**config.mk**
```make
export PLATFORM = sky130hd
export DESIGN_NAME = pmes_ctrl
export DESIGN_NICKNAME = d
export VERILOG_FILES = /design/src/hdl/pmes_pkg.sv /design/src/hdl/pmes_ctrl.sv
export SDC_FILE = /design/constraint.sdc
export NUM_CORES = 1
export LEC_CHECK = 0
export BUFFER_PORTS_ARGS = -buffer_cell sky130_fd_sc_hd__buf_2
export CORE_AREA = 4 4 41 43
export CTS_CLUSTER_DIAMETER = 100
export CTS_CLUSTER_SIZE = 8
export DETAILED_ROUTE_END_ITERATION = 12
export DIE_AREA = 0 0 45 47
export PLACE_DENSITY = 0.43
export SETUP_SLACK_MARGIN = 0.1
export SLEW_MARGIN = 0
export SYNTH_ARGS = -nofsm -noshare
export SYNTH_HDL_FRONTEND = slang
export SYNTH_SLANG_ARGS = --single-unit
```
**constraint.sdc**
```tcl
create_clock -name clk -period 3.63 [get_ports clk]
set_input_delay 0 -clock clk [delete_from_list [all_inputs] [get_ports clk]]
set_output_delay 0 -clock clk [all_outputs]
set_load 0.05 [all_outputs]
```
**src/hdl/pmes_pkg.sv**
```systemverilog
// Shared constants, types and arithmetic helpers of the point-mass environment core.
package pmes_pkg;

  // Largest grid size and the integration time step in Q16.16.
  localparam int MAX_POINTS  = 256;
  localparam int TIME_STEP_Q = 655;

  // Grid index width and the width of the nearest-point search arithmetic.
  localparam int PT_W   = $clog2(MAX_POINTS);
  localparam int SRCH_W = PT_W + 36;

  // Shared divider: dividend and divisor widths, iteration counter width.
  localparam int DIV_DW = 79;
  localparam int DIV_VW = 63;
  localparam int DIV_CW = $clog2(DIV_DW + 1);

  // Configuration address width (eight 32-bit registers).
  localparam int CFG_AW = 5;

  // Register indexes.
  localparam logic [2:0] REG_POS_LOW     = 3'd0;
  localparam logic [2:0] REG_POS_HIGH    = 3'd1;
  localparam logic [2:0] REG_VEL_LOW     = 3'd2;
  localparam logic [2:0] REG_VEL_HIGH    = 3'd3;
  localparam logic [2:0] REG_START_POS   = 3'd4;
  localparam logic [2:0] REG_POS_POINTS  = 3'd5;
  localparam logic [2:0] REG_VEL_POINTS  = 3'd6;
  localparam logic [2:0] REG_REWARD_MODE = 3'd7;

  // Reward modes.
  localparam logic [1:0] RM_ENDS = 2'd0;
  localparam logic [1:0] RM_DIST = 2'd1;
  localparam logic [1:0] RM_NORM = 2'd2;

  // Command codes.
  localparam logic CMD_RESET = 1'b0;
  localparam logic CMD_STEP  = 1'b1;

  // Fixed values.
  localparam logic signed [31:0] S32_MAX   = 32'sh7FFFFFFF;
  localparam logic signed [31:0] S32_MIN   = 32'sh80000000;
  localparam logic signed [31:0] RWD_ENDS  = 32'shFFFF0000;
  localparam logic signed [39:0] SAT_HI    = 40'sh007FFFFFFF;
  localparam logic signed [39:0] SAT_LO    = 40'shFF80000000;

  // Configuration register set.
  typedef struct packed {
    logic signed [31:0] pos_low;
    logic signed [31:0] pos_high;
    logic signed [31:0] vel_low;
    logic signed [31:0] vel_high;
    logic signed [31:0] start_pos;
    logic [8:0]         pos_points;
    logic [8:0]         vel_points;
    logic [1:0]         reward_mode;
  } pmes_cfg_t;

  // Commands from the controller to the datapath.
  typedef struct packed {
    logic load;
    logic vel_en;
    logic pos_en;
    logic prep_en;
    logic div_start;
    logic rew1_en;
    logic rew2_en;
    logic out_load;
  } pmes_cmd_t;

  // Status from the datapath to the controller.
  typedef struct packed {
    logic srch_done;
    logic div_done;
  } pmes_sts_t;

  // Saturate a wide signed value to 32 bits.
  function automatic logic signed [31:0] sat32(input logic signed [39:0] v);
    logic signed [31:0] r;
    if (v > SAT_HI) begin
      r = S32_MAX;
    end else if (v < SAT_LO) begin
      r = S32_MIN;
    end else begin
      r = 32'(v);
    end
    return r;
  endfunction

  // Multiply by the time step, rounding toward minus infinity.
  function automatic logic signed [39:0] mul_dt(input logic signed [31:0] a);
    logic signed [63:0] prod;
    prod = 64'(a) * 64'(TIME_STEP_Q);
    return 40'(prod >>> 16);
  endfunction

  // Clamp a configured point count to the supported range.
  function automatic logic [PT_W:0] clamp_pts(input logic [8:0] n);
    logic [PT_W:0] r;
    if (n < 9'd2) begin
      r = (PT_W + 1)'(2);
    end else if (32'(n) > MAX_POINTS) begin
      r = (PT_W + 1)'(MAX_POINTS);
    end else begin
      r = (PT_W + 1)'(n);
    end
    return r;
  endfunction

endpackage

```
**src/hdl/pmes_ctrl.sv**
```systemverilog
// Controller state machine that sequences one transaction through the datapath.
module pmes_ctrl (
  input  logic                  clk,
  input  logic                  rst_n,
  input  logic                  in_valid,
  output logic                  in_stall,
  output logic                  out_valid,
  input  logic                  out_stall,
  output pmes_pkg::pmes_cmd_t   cmd,
  input  pmes_pkg::pmes_sts_t   sts
);
  import pmes_pkg::*;

  typedef enum logic [3:0] {
    S_IDLE, S_VEL, S_POS, S_PREP, S_DIVS, S_RUN, S_REW1, S_REW2, S_OUT
  } state_t;

  state_t state_r, state_nxt;
  logic   out_valid_r, out_valid_nxt;

  // Next state and datapath commands.
  always_comb begin
    cmd           = '0;
    state_nxt     = state_r;
    out_valid_nxt = out_valid_r & out_stall;
    unique case (state_r)
      S_IDLE: begin
        if (in_valid) begin
          cmd.load  = 1'b1;
          state_nxt = S_VEL;
        end
      end
      S_VEL: begin
        cmd.vel_en = 1'b1;
        state_nxt  = S_POS;
      end
      S_POS: begin
        cmd.pos_en = 1'b1;
        state_nxt  = S_PREP;
      end
      S_PREP: begin
        cmd.prep_en = 1'b1;
        state_nxt   = S_DIVS;
      end
      S_DIVS: begin
        cmd.div_start = 1'b1;
        state_nxt     = S_RUN;
      end
      S_RUN: begin
        if (sts.srch_done && sts.div_done) begin
          state_nxt = S_REW1;
        end
      end
      S_REW1: begin
        cmd.rew1_en = 1'b1;
        state_nxt   = S_REW2;
      end
      S_REW2: begin
        cmd.rew2_en = 1'b1;
        state_nxt   = S_OUT;
      end
      S_OUT: begin
        if (!out_valid_r || !out_stall) begin
          cmd.out_load  = 1'b1;
          out_valid_nxt = 1'b1;
          state_nxt     = S_IDLE;
        end
      end
      default: begin
        state_nxt = S_IDLE;
      end
    endcase
  end

  // State and output valid register.
  always_ff @(posedge clk) begin
    if (!rst_n) begin
      state_r     <= S_IDLE;
      out_valid_r <= 1'b0;
    end else begin
      state_r     <= state_nxt;
      out_valid_r <= out_valid_nxt;
    end
  end

  assign in_stall  = (state_r != S_IDLE);
  assign out_valid = out_valid_r;

endmodule

```
==> key figures <==
Status
  • Outcome: finished, final reports clean

GRT
  • Gr ovfl total: 0
  • Antenna violations before repair: 0
  • GRT Total Usage: 7.02%
  • First-pass GRT wire length: 1040 um
  • Vias in the first global route: 252
  • Largest net degree at the start of global routing: 8

Power and ir drop
  • Internal power: 0.113 mW
  • Sw Pwr: 0.0626 mW
  • Clk network pwr share: 36.8%
  • Final Power: 0.175 mW
  • VDD IR max: 0.000173 V
  • Combinational share of power: 27.3%
  • Power per cell area: 449 nW/um^2
  • Switching part of the total: 35.7%
  • Leakage: 0.188 nW
  • Flop pwr share: 35.9%

Placed design
  • DPL Wire Length: 561 um
  • GP Congestion: 0.797
  • DP Area: 364 sq um
  • I/O Buffers: 15

Critical path
  • Buf/Inv on CP: 1
  • Critical path origin: state_r[2]
  • Reg2Reg Setup Slack: 2.41 ns
  • R2r startpoint: state_r[2]
  • Crit end category: primary output
  • CP Data Required Time: 3.63 ns
  • CP endpoint: cmd[0]
  • CP peak stage delay: 0.56 ns
  • Crit-path max FO: 7
  • R2R cell count: 3
  • CP top delay family: simple AND/OR/NAND/NOR gates
  • FF-to-FF End: state_r[3]
  • Kind of critical path: reg2out
  • Crit. path cell count: 3
  • Worst setup SP type: flop
  • Worst-path cell chain: or4b_4 -> a21oi_1 -> buf_2
  • CP max stage cell: or4b_4
  • CP arrival: 1.55 ns

Clock tree
  • CTS tree: done
  • Clock Path Buffers: 2
  • # hold bufs at CTS: 0
  • Cts bufs inserted: 3
  • Clock Pin Slew Worst Setup and Hold Paths: 0.05 ns
  • Post_cts resized: 0
  • Setup Buffers After CTS: 0
  • Worst-skew pair later-pin latency: 0.24 ns
  • H-tree Lvls: 1
  • CTS Root Cell: clkbuf_4
  • Clock Sinks: 5

Layout
  • Fraction of layout cells with a size suffix above 1: 35.2%
  • Design area: 390 sq um
  • P&R area growth vs syn: 44.4%
  • Nets: 61
  • Antenna cells: 0
  • Final Util: 30.0%

Timing
  • Final period util: 42.7%
  • Final count of negative-setup-slack endpoints: 0
  • Fmax: 644 MHz
  • RSZ-0062 raised after global routing: no
  • Final setup skew: 0.00590 ns
  • Fin crit period: 1.55 ns
  • Headroom to the max-slew limit: 76.4%
  • Fin. max-slew vios: 0
  • Setup TNS: 0 ns
  • Measured slew at the worst slew-check pin: 0.349 ns
  • Hold Vio Cnt, Final: 0

Run
  • Max Cap Viol: 0

Synthesis
  • Largest family of logic cells by synthesized area: simple AND/OR/NAND/NOR gates
  • Register bit total from synthesis: 5
  • Simple-gate share of the synthesized area: 42.6%
  • Post-synthesis sequential area ratio: 37.0%
  • XOR/XNOR share of the synthesized area: 3.24%
  • Adder-cell share of the synthesized area: 0%
  • Post-Synthesis Cells: 35
  • Synth Net Count: 41
  • EDFF count, synth: 0
  • Syn Area/Cell: 7.72 sq um
  • Compound-Gate Fraction of Synth Area: 17.1%
  • Async set-or-reset flop fraction in the synthesized netlist: 0%
  • Warnings, synthesis: 0
  • Dominant synthesized flop cell: dfxtp_1
  • Post-synth cell types: 18
  • Mapped Area: 270 sq um
  • Mux cell area share after synthesis: 0%

Drt
  • 1st-iter DRT viols: 22
  • Post-route ant nets: 0
  • Via density per instance: 4.48
  • Wire per inst: 9.99 um
  • 1st-pass router iterations: 2
  • Via Count: 309
  • Post-route DRC violation count: 0
  • Routed WL: 689 um

Die
  • Die ar.: 2120 sq um
  • Ports: 16
  • Starting Density: 20.8%
  • Die H: 47 um
  • Num rows: 13
  • Die width: 45 um
  • Core box area: 1300 sq um

Hold path
  • Min-Delay Path Class: in2reg
  • Worst Hold Launch: rst_n
[cells in the final DEF (no fill, tap or decap), types with 2 or more instances in the layout]
cell and n:
nor3_1 3, buf_2 15, a21oi_1 2, nor2_1 7, nand2b_1 2, clkbuf_4 3
dfxtp_1 5, nand2_1 4
[routing by layer]
metal	vias up	track usage, %	wire length [um]
li1	163	-	-
met1	134	8.84	327
met2	12	9.32	300
met3	0	5.36	61
met4	0	1.75	0
met5	-	0	0
[power by group through the flow]
stage                     clock network (mW)  registers, mW  logic [mW]
after floorplan                            0         0.0625      0.0370
after global placement                     0         0.0635      0.0494
after detailed placement                   0         0.0639      0.0483
after CTS                             0.0670         0.0628      0.0484
after global routing                  0.0696         0.0636      0.0519
final                                 0.0646         0.0629      0.0478
[synth_stat cells (2+ instances only)]
| master | n | area (sq um) |
|---|---|---|
| dfxtp_1 | 5 | 100 |
| a21oi_1 | 2 | 10.0 |
| nor3_1 | 3 | 15.0 |
| nor2_1 | 7 | 26.3 |
| nand2_1 | 4 | 15.0 |
| nand2b_1 | 2 | 12.5 |
[final cells by class]
type,instances,area (sq um)
Fill cell,153,911
Multi-Input combinational cell,30,170
Sequential cell,5,100
Timing Repair Buffer,15,75.1
Clock buffer,4,26.3
Tap cell,15,18.8
[stage by stage]
stage | hold WS [ns] | setup WS (ns) | instances
after floorplan | 0.117 | 1.89 | 35
after global placement | 0.285 | 2.34 | 65
after detailed placement | 0.278 | 2.33 | 65
after CTS | 0.0370 | 2.06 | 69
after global routing | 0.0448 | 2.03 | 69
final | 0.0436 | 2.08 | 69
[worst min path at each step]
stage	depth (start not counted)	end
after floorplan	1	state_r[3]
after global placement	2	state_r[3]
after detailed placement	2	state_r[3]
after CTS	2	state_r[3]
after global routing	2	state_r[3]
final	2	state_r[3]
[cells by family after synthesis]
group | after synthesis
flops | 5
xor+xnor | 1
compound gates | 7
simple gates | 22
[registers in the layout, summed over array words and instances, names as in the netlist]
signal     count
out_valid      1
state_r        4
Power figures use the tool's default switching activity.
